<file path="src/rtl/core/idl_pkg.sv">
// Shared definitions for the indexed insert/remove list.
// Holds command codes, fixed field widths and parameter defaults; no dependencies.
package idl_pkg;

  localparam int unsigned DEPTH_DEF      = 16;
  localparam int unsigned ITEM_WIDTH_DEF = 32;
  localparam int unsigned CMD_W          = 2;
  localparam int unsigned POS_W          = 4;
  localparam int unsigned VAL_W          = 32;
  localparam int unsigned LEN_W          = 5;

  typedef enum logic [CMD_W-1:0] {
    CMD_APPEND = 2'd0,
    CMD_INSERT = 2'd1,
    CMD_REMOVE = 2'd2,
    CMD_READ   = 2'd3
  } cmd_e;

endpackage

</file>
<file path="src/rtl/core/idl_mem.sv">
// Item store of the list: one write port and one read port, registered read data.
// Depends on idl_pkg for parameter defaults.
module idl_mem #(
  parameter int unsigned DEPTH      = idl_pkg::DEPTH_DEF,
  parameter int unsigned ITEM_WIDTH = idl_pkg::ITEM_WIDTH_DEF,
  parameter int unsigned AW         = $clog2(DEPTH)
) (
  input  logic                  clk_i,
  input  logic                  we_i,
  input  logic [AW-1:0]         waddr_i,
  input  logic [ITEM_WIDTH-1:0] wdata_i,
  input  logic                  re_i,
  input  logic [AW-1:0]         raddr_i,
  output logic [ITEM_WIDTH-1:0] rdata_o
);
  import idl_pkg::*;

  logic [ITEM_WIDTH-1:0] mem_q [DEPTH];
  logic [ITEM_WIDTH-1:0] rdata_q;

  always_ff @(posedge clk_i) begin
    if (we_i) begin
      mem_q[waddr_i] <= wdata_i;
    end
  end

  always_ff @(posedge clk_i) begin
    if (re_i) begin
      rdata_q <= mem_q[raddr_i];
    end
  end

  assign rdata_o = rdata_q;

endmodule

</file>
<file path="src/rtl/core/indexed_insert_remove_list.sv">
// Indexed insert/remove list: one request at a time, result held in an output register.
// Append, refused requests, insert at the end and removal of the last item go straight to the
// result; a read waits for the registered item store data; any other insert or remove at p
// first moves the items behind p through the item store one entry per cycle, n items held.
// A new request is taken only once the last result has moved to the output register.
// Reset empties the list; the item store itself is not cleared.
module indexed_insert_remove_list #(
  parameter int unsigned DEPTH      = idl_pkg::DEPTH_DEF,
  parameter int unsigned ITEM_WIDTH = idl_pkg::ITEM_WIDTH_DEF
) (
  input  logic                            clk_i,
  input  logic                            rst_ni,
  input  logic                            in_valid_i,
  output logic                            in_ready_o,
  input  logic [idl_pkg::CMD_W-1:0]       cmd_i,
  input  logic [idl_pkg::POS_W-1:0]       position_i,
  input  logic signed [idl_pkg::VAL_W-1:0] value_i,
  output logic                            out_valid_o,
  input  logic                            out_ready_i,
  output logic                            ok_o,
  output logic signed [idl_pkg::VAL_W-1:0] read_data_o,
  output logic [idl_pkg::LEN_W-1:0]       length_o,
  output logic                            empty_res_o
);
  import idl_pkg::*;

  localparam int unsigned AW   = $clog2(DEPTH);
  localparam int unsigned CW   = $clog2(DEPTH + 1);
  localparam int unsigned CMPW = (CW > POS_W) ? CW : POS_W;

  localparam logic [2:0] S_IDLE   = 3'd0;
  localparam logic [2:0] S_RDWAIT = 3'd1;
  localparam logic [2:0] S_UP     = 3'd2;
  localparam logic [2:0] S_INSWR  = 3'd3;
  localparam logic [2:0] S_DN     = 3'd4;
  localparam logic [2:0] S_DONE   = 3'd5;

  logic [2:0]            state_q, state_d;
  logic [CW-1:0]         count_q, count_d;
  logic [AW-1:0]         rd_idx_q, rd_idx_d;
  logic [AW-1:0]         pos_q, pos_d;
  logic [ITEM_WIDTH-1:0] item_q, item_d;
  logic                  res_ok_q, res_ok_d;
  logic [VAL_W-1:0]      res_data_q, res_data_d;
  logic                  out_valid_q;
  logic                  ok_q;
  logic [VAL_W-1:0]      data_q;
  logic [LEN_W-1:0]      len_q;
  logic                  empty_q;

  logic                  accept;
  logic                  out_free;
  logic [CMPW-1:0]       posx, cntx, cnt_m1x, pos_p1x;
  logic [63:0]           val64;
  logic [ITEM_WIDTH-1:0] val_item;
  logic [63:0]           rd_pad;
  logic [VAL_W-1:0]      rd_ext;
  logic                  not_full;

  logic                  mem_we, mem_re;
  logic [AW-1:0]         mem_waddr, mem_raddr;
  logic [ITEM_WIDTH-1:0] mem_wdata, mem_rdata;

  idl_mem #(
    .DEPTH     (DEPTH),
    .ITEM_WIDTH(ITEM_WIDTH),
    .AW        (AW)
  ) u_mem (
    .clk_i  (clk_i),
    .we_i   (mem_we),
    .waddr_i(mem_waddr),
    .wdata_i(mem_wdata),
    .re_i   (mem_re),
    .raddr_i(mem_raddr),
    .rdata_o(mem_rdata)
  );

  assign in_ready_o = (state_q == S_IDLE);
  assign accept     = in_valid_i && in_ready_o;
  assign out_free   = !out_valid_q || out_ready_i;

  assign posx     = CMPW'(position_i);
  assign cntx     = CMPW'(count_q);
  assign cnt_m1x  = cntx - 1'b1;
  assign pos_p1x  = posx + 1'b1;
  assign not_full = (count_q < CW'(DEPTH));
  assign val64    = {{32{value_i[VAL_W-1]}}, value_i};
  assign rd_pad   = 64'(mem_rdata);

  always_comb begin
    for (int k = 0; k < ITEM_WIDTH; k++) begin
      val_item[k] = val64[k];
    end
    for (int k = 0; k < VAL_W; k++) begin
      rd_ext[k] = (k < ITEM_WIDTH) ? rd_pad[k] : mem_rdata[ITEM_WIDTH-1];
    end
  end

  always_comb begin
    state_d    = state_q;
    count_d    = count_q;
    rd_idx_d   = rd_idx_q;
    pos_d      = pos_q;
    item_d     = item_q;
    res_ok_d   = res_ok_q;
    res_data_d = res_data_q;
    mem_we     = 1'b0;
    mem_waddr  = count_q[AW-1:0];
    mem_wdata  = val_item;
    mem_re     = 1'b0;
    mem_raddr  = rd_idx_q;

    case (state_q)
      S_IDLE: begin
        if (accept) begin
          pos_d      = posx[AW-1:0];
          item_d     = val_item;
          res_ok_d   = 1'b0;
          res_data_d = '0;
          state_d    = S_DONE;
          case (cmd_e'(cmd_i))
            CMD_APPEND: begin
              if (not_full) begin
                mem_we   = 1'b1;
                count_d  = count_q + 1'b1;
                res_ok_d = 1'b1;
              end
            end
            CMD_INSERT: begin
              if (not_full && (posx <= cntx)) begin
                res_ok_d = 1'b1;
                if (posx == cntx) begin
                  mem_we  = 1'b1;
                  count_d = count_q + 1'b1;
                end else begin
                  mem_re    = 1'b1;
                  mem_raddr = cnt_m1x[AW-1:0];
                  rd_idx_d  = cnt_m1x[AW-1:0];
                  state_d   = S_UP;
                end
              end
            end
            CMD_REMOVE: begin
              if (posx < cntx) begin
                res_ok_d = 1'b1;
                if (posx == cnt_m1x) begin
                  count_d = count_q - 1'b1;
                end else begin
                  mem_re    = 1'b1;
                  mem_raddr = pos_p1x[AW-1:0];
                  rd_idx_d  = pos_p1x[AW-1:0];
                  state_d   = S_DN;
                end
              end
            end
            CMD_READ: begin
              if (posx < cntx) begin
                res_ok_d  = 1'b1;
                mem_re    = 1'b1;
                mem_raddr = posx[AW-1:0];
                state_d   = S_RDWAIT;
              end
            end
            default: begin
              state_d = S_DONE;
            end
          endcase
        end
      end
      S_RDWAIT: begin
        res_data_d = rd_ext;
        state_d    = S_DONE;
      end
      S_UP: begin
        mem_we    = 1'b1;
        mem_waddr = rd_idx_q + 1'b1;
        mem_wdata = mem_rdata;
        if (rd_idx_q == pos_q) begin
          state_d = S_INSWR;
        end else begin
          mem_re    = 1'b1;
          mem_raddr = rd_idx_q - 1'b1;
          rd_idx_d  = rd_idx_q - 1'b1;
        end
      end
      S_INSWR: begin
        mem_we    = 1'b1;
        mem_waddr = pos_q;
        mem_wdata = item_q;
        count_d   = count_q + 1'b1;
        state_d   = S_DONE;
      end
      S_DN: begin
        mem_we    = 1'b1;
        mem_waddr = rd_idx_q - 1'b1;
        mem_wdata = mem_rdata;
        if (CMPW'(rd_idx_q) == cnt_m1x) begin
          count_d = count_q - 1'b1;
          state_d = S_DONE;
        end else begin
          mem_re    = 1'b1;
          mem_raddr = rd_idx_q + 1'b1;
          rd_idx_d  = rd_idx_q + 1'b1;
        end
      end
      S_DONE: begin
        if (out_free) begin
          state_d = S_IDLE;
        end
      end
      default: begin
        state_d = S_IDLE;
      end
    endcase
  end

  always_ff @(posedge clk_i or negedge rst_ni) begin
    if (!rst_ni) begin
      state_q     <= S_IDLE;
      count_q     <= '0;
      out_valid_q <= 1'b0;
    end else begin
      state_q <= state_d;
      count_q <= count_d;
      if ((state_q == S_DONE) && out_free) begin
        out_valid_q <= 1'b1;
      end else if (out_ready_i) begin
        out_valid_q <= 1'b0;
      end
    end
  end

  always_ff @(posedge clk_i) begin
    rd_idx_q   <= rd_idx_d;
    pos_q      <= pos_d;
    item_q     <= item_d;
    res_ok_q   <= res_ok_d;
    res_data_q <= res_data_d;
    if ((state_q == S_DONE) && out_free) begin
      ok_q    <= res_ok_q;
      data_q  <= res_data_q;
      len_q   <= LEN_W'(count_q);
      empty_q <= (count_q == '0);
    end
  end

  assign out_valid_o = out_valid_q;
  assign ok_o        = ok_q;
  assign read_data_o = data_q;
  assign length_o    = len_q;
  assign empty_res_o = empty_q;

  a_count_bound: assert property (@(posedge clk_i) disable iff (!rst_ni)
    count_q <= CW'(DEPTH))
    else $error("item count exceeds depth");

  a_refused_zero: assert property (@(posedge clk_i) disable iff (!rst_ni)
    (out_valid_o && !ok_o) |-> (read_data_o == '0))
    else $error("refused request returned nonzero data");

  a_up_range: assert property (@(posedge clk_i) disable iff (!rst_ni)
    (state_q == S_UP) |-> (rd_idx_q >= pos_q))
    else $error("insert shift passed the insert position");

  a_dn_range: assert property (@(posedge clk_i) disable iff (!rst_ni)
    (state_q == S_DN) |-> (CMPW'(rd_idx_q) < cntx))
    else $error("remove shift read beyond the list end");

endmodule

</file>
<file path="config.mk">
export PLATFORM = sky130hd
export DESIGN_NAME = indexed_insert_remove_list
export DESIGN_NICKNAME = d
export VERILOG_FILES = /design/src/rtl/core/idl_pkg.sv /design/src/rtl/core/idl_mem.sv /design/src/rtl/core/indexed_insert_remove_list.sv
export SDC_FILE = /design/constraint.sdc
export NUM_CORES = 1
export LEC_CHECK = 0
export BUFFER_PORTS_ARGS = -buffer_cell sky130_fd_sc_hd__buf_4
export CORE_MARGIN = 8
export CORE_UTILIZATION = 55
export DETAILED_ROUTE_END_ITERATION = 8
export GPL_ROUTABILITY_DRIVEN = 0
export PLACE_DENSITY_LB_ADDON = 0.3
export SLEW_MARGIN = 10
export SYNTH_ARGS = -nofsm -noshare
export SYNTH_HDL_FRONTEND = slang
export SYNTH_HIERARCHICAL = 1
export SYNTH_SLANG_ARGS = --single-unit
</file>
<file path="constraint.sdc">
create_clock -name clk_i -period 8.65 [get_ports clk_i]
set_clock_uncertainty 0.15 [all_clocks]
set_input_delay 0.865 -clock clk_i [delete_from_list [all_inputs] [get_ports clk_i]]
set_output_delay 0.865 -clock clk_i [all_outputs]
set_load 0.02 [all_outputs]
</file>
==> metrics.yaml <==
run_status:
  outcome: "completed"
sta:
  hold_viol_final: 0
  relSlewSlack_pct: 19.28
  fmax_ghz: 0.1924
  setup_tns_ps: 0
  maxSlewViolCount: 0
  worstMarginPinSlew_ps: 1208
  period_needed_ps: 5197
  setup_viol_count_final: 0
  rsz0062_at_grt: "no"
  period_share_pct: 60.08
worst_hold_path:
  holdPathEnd: "read_data_o[18]"
  worst_hold_startpoint: "res_data_q[18]"
  hold_depth: 0
  min-delay-path-class: "reg2reg"
critical_path:
  reg2reg_setup_slack_ps: 3450
  cp-end-kind: "flip-flop"
  critical_path.top_delay_family: "simple AND/OR/NAND/NOR gates"
  r2r_cells: 12
  worstPathCellList: "inv_1, ha_1, nor3b_2, xnor2_1, or3_1, nor3_1, nor4_1, o21ai_4, buf_4, mux4_2, a22oi_1, nand2_1"
  setup.worst_path.class: "reg2reg"
  critical_path.max_fanout: 47
  cp_data_arrival_time_ps: 5410
  crit_slowest_cell: "buf_4"
  critPathBufInv: 2
  reg2reg_to: "u_mem/rdata_o[31]"
  cp_slowest_stage_delay_ps: 870
  required_ps: 8870
  reg2reg_from: "cntx[0]"
  worstSetupStartpointType: "flip-flop"
layout:
  fin_nets: 1627
  seq_area_mm2: 0.01993
  fin_area_mm2: 0.03070
  syn2layout_area_growth_pct: 14.86
  multi_input_area_mm2: 0.006521
  drive_above_1_share_pct: 25.43
  fillers: 3222
drt:
  routedWlPerCell_um: 27.90
  drt_iter0_markers: 1843
  dr_total_vias: 14650
  ant_nets: 0
  drt_wl_total_um: 62610
  drc_errors: 0
  drt-vias-per-instance: 6.530
  dr.pass1.iters: 6
floorplanning:
  pin_count: 83
  start_util_pct: 55.86
  fp.dieW_um: 236.4
  die_h_um: 236.4
  core_area_mm2: 0.04785
  rows: 80
  die-area_mm2: 0.05590
global_routing:
  grt_overflow: 0
  grt_max_degree: 74
  antenna_found_initial: 1
  track_usage_pct: 22.34
  grt_pass1_wl_um: 94210
  grt_pass1_vias: 14950
pwr:
  combPwrFrac_pct: 40.2
  p_int_uw: 8922
  seqPwrFrac_pct: 38.4
  switching_power_uw: 4905
  irDropWorstVdd_v: 0.0005008
  cellLeakagePower_uw: 0.01017
  power_density_mw_per_mm2: 450.4
  pwr-share-clk_pct: 21.4
  sw_frac_of_total_pct: 35.47
clock_network:
  path_clk_slew_ps: 70
  root_buffer: "clkbuf_16"
  cts_made_buffers: 67
  insertion_delay_ps: 610
  htree_levels: 3
  hold_buffers: 1
  clock_path_buffers: 3
  cts_setup_buffers: 0
  cts_tree: "built"
  clock-sinks: 665
  post_cts_resized: 0
synthesis:
  synth_seq_cells: 665
  synthMuxAreaShare_pct: 11.10
  yosys.area_share.simple_pct: 5.201
  netlist_area_mm2: 0.02673
  synth-async-reset-ratio_pct: 1.353
  syn_inst: 1452
  synth_area_leader_cell: "edfxtp_1"
  synth_ff_type: "edfxtp_1"
  synth-compound-area-share_pct: 5.988
  synth_warnings: 6
  synth_edf_count: 656
  synth_fa_ha_area_share_pct: 0.4682
  synthXorXnorAreaFrac_pct: 0.9270
  synth_cell_types: 64
  synth_top_area_share_pct: 73.71
  synth.area.top_cells: "edfxtp_1, mux4_2, a22oi_1"
  synth_seq_area_share_pct: 74.55
  avgSynthCellArea_um2: 18.41
  syn_nets: 1504
  synth_top_family_by_area: "multiplexers"
place:
  place_area_mm2: 0.02839
  hpwlAfterDp_um: 34280
  io_buffers: 82
run:
  maxCapViolCount: 0
worst reg2reg max path, stage by stage (launching register included):
cell and delay [ps]:
dfrtp_1 640, inv_1 140, ha_1 300, nor3b_2 200
xnor2_1 230, or3_1 460, nor3_1 250, nor4_1 140
o21ai_4 600, buf_4 870, mux4_2 620, a22oi_1 270
nand2_1 80
power groups by stage:
stage / sequential (uW) / clock (uW) / combinational (uW)
final: 5310 / 2960 / 5560
after global routing: 5360 / 3110 / 5950
after CTS: 5310 / 3010 / 5540
after detailed placement: 5370 / 0 / 5510
after global placement: 5340 / 0 / 5390
after floorplan: 5310 / 0 / 3760
synth_stat cells (2+ instances only):
| master | instances |
|---|---|
| edfxtp_1 | 656 |
| mux4_2 | 128 |
| nor2_1 | 96 |
| a22oi_1 | 67 |
| nand2_1 | 59 |
| clkbuf_1 | 57 |
| o21ai_0 | 50 |
| or3_1 | 37 |
| a221oi_1 | 36 |
| and3_1 | 36 |
| a21oi_1 | 16 |
| buf_2 | 15 |
| xnor2_1 | 15 |
| nor3_1 | 14 |
| buf_1 | 13 |
| inv_1 | 12 |
| ha_1 | 10 |
| buf_4 | 9 |
| dfrtp_1 | 9 |
| nand2b_1 | 9 |
| nand3_1 | 8 |
| xor2_1 | 8 |
| nor2b_1 | 7 |
| o31ai_1 | 7 |
| a211oi_1 | 6 |
| mux2i_1 | 6 |
| o211ai_1 | 5 |
| a21o_1 | 4 |
| and2_1 | 4 |
| o22ai_1 | 4 |
| a221o_1 | 3 |
| nand3b_1 | 3 |
| o22a_1 | 3 |
| a211o_1 | 2 |
| a21boi_0 | 2 |
| a31oi_1 | 2 |
| a32o_1 | 2 |
| a32oi_1 | 2 |
| clkinv_1 | 2 |
| mux2_2 | 2 |
| nand4_1 | 2 |
| nor4_1 | 2 |
cell type report:
class,count,share of cell area (%)
Sequential cell,665,64.92
Multi-Input combinational cell,677,21.24
Clock buffer,81,5.702
Timing Repair Buffer,149,3.758
Tap cell,615,2.507
Clock inverter,41,1.683
Inverter,15,0.1834
Antenna cell,1,0.008152
metrics by stage:
| step | utilization (%) | cells | power, uW | setup WS (ps) | hold slack (ps) |
|---|---|---|---|---|---|
| after floorplan | - | 1452 | 9071 | 3285 | 250.3 |
| after global placement | 59.33 | 2119 | 10730 | 3321 | 252.6 |
| after detailed placement | 59.34 | 2119 | 10870 | 3193 | 254.5 |
| after CTS | 64.10 | 2242 | 13860 | 3403 | 261.5 |
| after global routing | 64.16 | 2243 | 14420 | 3072 | 268.6 |
| final | 64.16 | 2244 | 13830 | 3453 | 265.1 |
worst max-delay path by stage:
stage / from / end / cells after the start
after floorplan: position_i[3] / u_mem/mem_q[0][0] / 9
after global placement: position_i[3] / u_mem/rdata_o[31] / 12
after detailed placement: position_i[3] / u_mem/rdata_o[31] / 12
after CTS: cntx[0] / u_mem/rdata_o[31] / 12
after global routing: cntx[0] / u_mem/rdata_o[17] / 12
final: cntx[0] / u_mem/rdata_o[31] / 12
cell usage in the layout (no fill, tap or decap), drive strengths merged, types with 6 or more instances in the layout:
| cell | netlist | final |
|---|---|---|
| xor2 | 8 | 8 |
| a211oi | 6 | 6 |
| bufinv | 0 | 9 |
| mux2i | 6 | 6 |
| o21ai | 51 | 51 |
| nand3 | 8 | 8 |
| xnor2 | 15 | 15 |
| clkbuf | 57 | 81 |
| and3 | 36 | 36 |
| dfrtp | 9 | 9 |
| buf | 38 | 148 |
| nor3 | 15 | 15 |
| o211ai | 6 | 6 |
| nor2 | 96 | 96 |
| ha | 10 | 10 |
| nor2b | 7 | 7 |
| inv | 13 | 18 |
| or3 | 37 | 37 |
| a221oi | 36 | 36 |
| a22oi | 67 | 67 |
| clkinv | 2 | 26 |
| mux4 | 128 | 128 |
| o31ai | 7 | 7 |
| nand2 | 59 | 59 |
| a21oi | 16 | 16 |
| edfxtp | 656 | 656 |
| nand2b | 9 | 9 |
routing by layer:
| metal | wire (um) | vias up | global-route usage (%) |
|---|---|---|---|
| met4 | 1972 | 0 | 7.658 |
| met1 | 24380 | 7491 | 30.37 |
| met3 | 6131 | 148 | 4.943 |
| met2 | 30130 | 830 | 35.67 |
| met5 | 0 | - | 0 |
| li1 | - | 6185 | - |
flip-flops by register name (all words and copies together), names as in the netlist, 3 cells and up:
register,cells
res_data_q,32
rd_idx_q,4
read_data_o,32
u_mem/rdata_o,32
length_o,5
pos_q,4
cntx,5
state_q,3
item_q,32
u_mem/mem_q,512
logic make-up after synthesis:
family          Yosys count
flops                   665
simple gates            284
compound gates          222
mux                     136
buf+inv                 110
xor+xnor                 25
fa+ha+maj                10
Power figures use the tool's default switching activity.
